==> config.mk <==
export PLATFORM = sky130hd
export DESIGN_NAME = hmm_cell
export DESIGN_NICKNAME = d
export VERILOG_FILES = /design/src/hw/rtl/hmm_pkg.sv /design/src/hw/rtl/hmm_cell.sv
export SDC_FILE = /design/constraint.sdc
export NUM_CORES = 1
export LEC_CHECK = 0
export ABC_AREA = 1
export BUFFER_PORTS_ARGS = -buffer_cell sky130_fd_sc_hd__buf_2
export CAP_MARGIN = 20
export CORE_UTILIZATION = 38
export CTS_BUF_LIST = sky130_fd_sc_hd__clkbuf_8
export CTS_CLUSTER_DIAMETER = 40
export CTS_CLUSTER_SIZE = 20
export DETAILED_ROUTE_END_ITERATION = 8
export PLACE_DENSITY = 0.77
export SYNTH_ARGS = -nofsm -noshare
export SYNTH_HDL_FRONTEND = slang
export SYNTH_SLANG_ARGS = --single-unit
==> constraint.sdc <==
create_clock -name clk -period 0.8 [get_ports clk]
set_input_delay 0.08 -clock clk [delete_from_list [all_inputs] [get_ports clk]]
set_output_delay 0.08 -clock clk [all_outputs]
set_load 0.01 [all_outputs]
==> src/hw/rtl/hmm_pkg.sv <==
`timescale 1ns / 1ps

package hmm_pkg;

	localparam int MAX_DIM = 8;
	localparam int IDX_W = $clog2(MAX_DIM);
	localparam int CNT_W = $clog2(MAX_DIM + 1);
	localparam int ADDR_W = 2 * IDX_W;
	localparam int DEPTH = MAX_DIM * MAX_DIM;
	localparam int WORD_W = 32;
	localparam int FRAC_W = 16;
	localparam int PROD_W = 2 * WORD_W;
	localparam int ACC_W = PROD_W + $clog2(MAX_DIM) + 1;
	localparam int CFG_IDX_W = 3;
	localparam int DIM_W = 4;

	typedef enum logic [1:0] {
		CMD_WRITE_T = 2'd0,
		CMD_WRITE_A = 2'd1,
		CMD_COMPUTE = 2'd2,
		CMD_READ_A  = 2'd3
	} cmd_t;

	typedef enum logic [CFG_IDX_W-1:0] {
		REG_SIDE      = 3'd0,
		REG_TRIANGLE  = 3'd1,
		REG_TRANSPOSE = 3'd2,
		REG_ROWS      = 3'd3,
		REG_COLS      = 3'd4,
		REG_SCALE     = 3'd5
	} reg_index_t;

	typedef struct packed {
		logic valid;
		logic first;
		logic last;
		logic band;
	} mac_ctl_t;

endpackage

==> src/hw/rtl/hmm_cell.sv <==
`timescale 1ns / 1ps

module hmm_cell (
	input  logic                           clk,
	input  logic                           op_shift,
	input  logic [hmm_pkg::WORD_W-1:0]     op_next,
	input  logic                           res_shift,
	input  logic [hmm_pkg::WORD_W-1:0]     res_next,
	output logic [hmm_pkg::WORD_W-1:0]     op_q,
	output logic [hmm_pkg::WORD_W-1:0]     res_q
);

	always_ff @(posedge clk) begin
		if (op_shift) begin
			op_q <= op_next;
		end
		if (res_shift) begin
			res_q <= res_next;
		end
	end

endmodule

==> results.md, run 1 <==
* Outcome: finished with violations
* Failing checks: setup timing
* Worst endpoint required time at 0.72 ns
* Max Cap Violations at 0
* Stages on worst setup path at 1
* Post-route DRC at 0
* ANT nets after route at 0
* DP Worst Slack at 0.05629 ns
* CTS root buffer: clkbuf_8
* CTS tree: built
* Post-Syn Instances at 64
* DRT iter0 DRCs at 87
* Area contributors post-synth: edfxtp_1 (100%)
* YS warnings at 0
* Max Used Layer: met4
* Vias in the first global route at 1,616
* Critical Path Sink Type: primary output
* TritonCTS buffer count at 9
* Worst vdd ir at 1.332 mV
* Placed cell count at 264
* Core Footprint at 4786 µm²
* Max incr delay on CP at 0.39 ns
* DR vias at 1,465
* Via density at 4.296
* Sequential area share after synthesis at 100.0%
* Die width at 73.12 µm
* Syn avg cell area at 30.03 µm²
* Io pins at 131
* Final core area utilization at 73.23%
* Critical path's top delay family: flip-flops
* Final min period at 0.9549 ns
* Yosys reg bits at 64
* Crit path kind: reg -> out
* Arrival @ worst endpoint at 0.87 ns
* Initial Utilization at 40.16%
* Max-slew violations at 0
* Startpoint Class: register
* Worst path slowest cell: edfxtp_1
* Setup violators final at 64
* CP Max Fanout at 1
* GR Overflow Total at 0
* Clk buf depth at 2
* Layout cells sized above 1 at 52.55%
* Total Wirelength at 5.106 mm
* Final Hold Viols at 0
* Period utilization at 119.4%
* H-tree depth at 3
* Worst hold path type: in -> reg
* PortBufs at 130
* Cell depth of the worst min-delay path at 1
* Cell area after synthesis at 1922 µm²
* Post-Layout Cell Count at 341
* WL met3 at 695 µm
* Area delta synth->final at 82.36%
* Worst-path clk slew at 0.06 ns
* Largest net degree at the start of global routing at 33
* Hold endpoint: op_q[27]
* Crit path cell chain: buf_2
* GPL Wtd Cong at 0.6738
* Syn nets at 131
* Total power at 7042 µW
* Inserted Diodes at 0
* Area of the multi-input gates at 0 µm²
* Metal-1 WL at 1.674 mm
* Slew HR at 89.15%
* Clk sinks at 64
* Nets at 339
* Cell variety after synth at 1
* Routed len/inst at 14.97 µm
* Worst Hold Launch: op_shift
* Total global-route track usage at 19.92%
* Setup crit start: op_q[27]
* Antenna violations before repair at 0
* FMAX at 1047 MHz
* Multi-input gate count at 0
* Die Span Y at 73.12 µm
* RSZ-0062 raised after global routing: yes
* Global-route wire length before repair at 7.258 mm
* Final setup margin at -0.1549 ns
* Share of the synthesized area in the top cell type at 100.0%
* PD cells at 2009 nW/µm²
* WL met2 at 2.597 mm
* Yosys top cell by area: edfxtp_1
* Fill cells at 267
* Buf/Inv on CP at 1
* Num rows at 25
* Worst Max-Slew Pin Slew at 0.1628 ns
* Setup bufs post-CTS at 0
* Die area at 5346 µm²
* Leakage at 0.001518 µW
* TritonRoute pass-1 iters at 4
kinds of logic after synthesis:
logic type	Yosys count	synth area share, %
DFF	64	100.0
per-layer routing:
metal | vias up | global-route usage [%]
met5 | - | 0
met4 | 0 | 13.94
met3 | 14 | 10.50
met2 | 114 | 35.19
met1 | 664 | 16.82
li1 | 673 | -
registers in the layout, summed over array words and instances, names as in the netlist:
register  cells
res_q        32
op_q         32
per-stage QoR:
step | hold WS, ns | TNS (ns) | instance area, µm²
6_report | 0.05693 | -7.015 | 3505
5_1_grt | 0.05243 | -9.685 | 3505
4_1_cts | 0.04010 | -7.863 | 3486
3_5_place_dp | 0.2581 | 0 | 2704
3_3_place_gp | 0.2560 | 0 | 2704
2_1_floorplan | 0.1789 | 0 | 1922
how the worst max path moves through the flow:
stage and end:
3_3_place_gp op_q[30], 3_5_place_dp op_q[30], 4_1_cts op_q[30], 6_report op_q[27], 2_1_floorplan op_q[0], 5_1_grt op_q[9]
cells in the final DEF (no fill, tap or decap):
cell type / netlist / routed
dlygate4sd3_1: 0 / 64
buf_4: 0 / 1
clkbuf_8: 0 / 9
edfxtp_1: 64 / 64
inv_1: 0 / 2
buf_6: 0 / 3
clkinv_2: 0 / 2
buf_2: 0 / 127
buf_12: 0 / 2
cells in the mapped netlist:
cell	number
edfxtp_1	64
what timing repair did:
item | in CTS | in global routing
hold endpoints to repair | 64 | 0
hold buffers | 64 | 0
gates cloned | 0 | 0
gates resized for setup | 0 | 3
setup endpoints to repair | 64 | 64
final cells by class:
cell class	instances	area [µm²]	share of cell area [%]
Clock buffer	9	123.9	3.534
Sequential cell	64	1922	54.84
Timing Repair Buffer	197	1358	38.74
Tap cell	67	83.83	2.392
Clock inverter	4	17.52	0.4998
where the power goes:
| part | leakage, µW | total [µW] | internal (µW) | switching [µW] |
|---|---|---|---|---|
| registers | 0.000626 | 4050 | 3990 | 68.2 |
| logic | 0.000809 | 915 | 517 | 398 |
| clock network | 0.0000832 | 2070 | 1040 | 1040 |
Power figures use the tool's default switching activity.
==> inputs of run 2 (changes only) <==
- CORE_UTILIZATION: 38 -> 36
- CTS_BUF_LIST: sky130_fd_sc_hd__clkbuf_8 -> sky130_fd_sc_hd__clkbuf_8 sky130_fd_sc_hd__clkbuf_16
- PLACE_DENSITY: 0.77 -> 0.74
==> run 2 against run 1 <==
Net effect:
- the flow still finishes with violations (setup timing)
- sequential share of layout area grew 0.14 points
- final area shrank 0.25%
- sequential power about the same
- wire length decreased by 2.7%
- via count is 1.1% lower
- global-route usage shrank 1.8 points
- core utilization is 5.2 points lower
- combinational power shrank 3.0%
- worst setup slack better by 0.0095 ns
- count of clock-buffer cells in the layout stayed put
- first-iteration DRC count is 31% lower
- die area rose by 5.4%
==> results.md, run 2 (synthesis results as in run 1) <==
* GPL Wtd Cong at 0.7445 (was 0.6738)
* Setup crit end: op_q[17] (was op_q[27])
* Max incr delay on CP at 0.39 ns (about the same)
* CTS tree: built (unchanged)
* Worst hold path type: in -> reg (unchanged)
* Area of the multi-input gates at 0 µm² (unchanged)
* Global-route wire length before repair at 6.837 mm (was 7.258 mm)
* Routed len/inst at 14.36 µm (was 14.97 µm)
* Clk sinks at 64 (unchanged)
* H-tree depth at 3 (unchanged)
* Io pins at 131 (unchanged)
* TritonCTS buffer count at 9 (unchanged)
* Worst Max-Slew Pin Slew at 0.1676 ns (was 0.1628 ns)
* ANT nets after route at 0 (unchanged)
* DP Worst Slack at 0.09939 ns (was 0.05629 ns)
* Most common cell after layout, fill and taps aside: buf_2 (unchanged)
* Core Footprint at 5140 µm² (was 4786 µm²)
* Slew HR at 88.82% (was 89.15%)
* Placed cell count at 266 (was 264)
* Inserted Diodes at 0 (unchanged)
* Via density at 4.188 (was 4.296)
* Max-slew violations at 0 (unchanged)
* Post-Layout Cell Count at 346 (was 341)
* Final min period at 0.9454 ns (was 0.9549 ns)
* PortBufs at 130 (unchanged)
* Stages on worst setup path at 1 (unchanged)
* Post-route DRC at 0 (unchanged)
* Layout cells sized above 1 at 52.54% (was 52.55%)
* Final core area utilization at 68.01% (was 73.23%)
* Clk buf depth at 2 (unchanged)
* Die area at 5635 µm² (was 5346 µm²)
* Die Span Y at 75.07 µm (was 73.12 µm)
* Worst Hold Launch: res_shift (was op_shift)
* Critical Path Sink Type: primary output (unchanged)
* Most frequent cells in the layout: buf_2 (130), dlygate4sd3_1 (64), edfxtp_1 (64), clkbuf_8 (9), clkinv_2 (4) (was buf_2 (127), dlygate4sd3_1 (64), edfxtp_1 (64), clkbuf_8 (9), buf_6 (3))
* Initial Utilization at 37.39% (was 40.16%)
* Vias in the first global route at 1,445 (was 1,616)
* Outcome: finished with violations (unchanged)
* Worst endpoint required time at 0.72 ns (about the same)
* Arrival @ worst endpoint at 0.87 ns (about the same)
* Crit path cell chain: buf_2 (unchanged)
* Setup crit start: op_q[17] (was op_q[27])
* Num rows at 26 (was 25)
* Biggest regs: op_q: 32 flops, res_q: 32 flops (unchanged)
* TritonRoute pass-1 iters at 4 (unchanged)
* Largest net degree at the start of global routing at 33 (unchanged)
* Setup violators final at 64 (unchanged)
* Design area at 3496 µm² (was 3505 µm²)
* DRT iter0 DRCs at 60 (was 87)
* Total global-route track usage at 18.12% (was 19.92%)
* Cell depth of the worst min-delay path at 2 (was 1)
* Failing checks: setup timing (unchanged)
* DR vias at 1,449 (was 1,465)
* Period utilization at 118.2% (was 119.4%)
* Multi-input gate count at 0 (unchanged)
* Startpoint Class: register (unchanged)
* RSZ-0062 raised after global routing: yes (unchanged)
* PD cells at 2035 nW/µm² (was 2009 nW/µm²)
* Crit path kind: reg -> out (unchanged)
* CTS root buffer: clkbuf_8 (unchanged)
* Critical path's top delay family: flip-flops (unchanged)
* Leakage at 0.001516 µW (was 0.001518 µW)
* Worst vdd ir at 1.427 mV (was 1.332 mV)
* Placed cell area at 2700 µm² (was 2704 µm²)
* Post-CTS Resized at 0 (unchanged)
* Total Wirelength at 4.970 mm (was 5.106 mm)
* Max Cap Violations at 0 (unchanged)
* Die width at 75.07 µm (was 73.12 µm)
* Final Hold Viols at 0 (unchanged)
* Final setup margin at -0.1454 ns (was -0.1549 ns)
* Buf/Inv on CP at 1 (unchanged)
* GR Overflow Total at 0 (unchanged)
* FMAX at 1058 MHz (was 1047 MHz)
* CP Max Fanout at 1 (unchanged)
* Nets at 338 (was 339)
* Area delta synth->final at 81.90% (was 82.36%)
* Antenna violations before repair at 0 (unchanged)
* Worst path slowest cell: edfxtp_1 (unchanged)
* Worst-path clk slew at 0.07 ns (was 0.06 ns)
[run 2: power by group]
| group | switching, µW | leakage (µW) | internal, µW |
|---|---|---|---|
| clock network | 1110 | 0.0000926 | 1070 |
| logic | 388 | 0.000798 | 500 |
| registers | 68.7 | 0.000626 | 3980 |
| total | 1560 | 0.00152 | 5550 |
[run 2: repair_timing]
action,in CTS,in global routing
buffers inserted,0,0
hold endpoints to repair,64,0
setup endpoints to repair,64,64
pin swaps,0,0
hold buffers,64,0
[run 2: worst min path at each step]
stage                 to  slack, ns
2_1_floorplan    op_q[0]       0.18
3_3_place_gp   res_q[19]       0.26
3_5_place_dp    op_q[17]       0.26
4_1_cts          op_q[0]       0.20
5_1_grt         op_q[20]       0.21
6_report       res_q[20]       0.20
[run 2: cell type report]
type,instances,area [µm²]
Clock buffer,9,123.9
Timing Repair Buffer,196,1331
Sequential cell,64,1922
Fill cell,384,1644
Clock inverter,7,31.28
Tap cell,70,87.58
[run 2: per-stage QoR]
stage / power (µW) / setup TNS, ns / hold WS, ns
after floorplan: 4274 / 0 / 0.1789
after global placement: 4734 / 0 / 0.2563
after detailed placement: 4757 / 0 / 0.2581
after CTS: 7173 / -8.315 / 0.1954
after global routing: 7394 / -10.00 / 0.2071
final: 7115 / -7.181 / 0.2021
[run 2: routing by layer]
metal  vias to the layer above  global-route usage, %  routed length [µm]
li1                        674                      -                   -
met1                       708                  17.33                1602
met2                        55                  34.73                3108
met3                        12                  5.355                 157
met4                         0                  9.224                 102
met5                         -                      0                   0
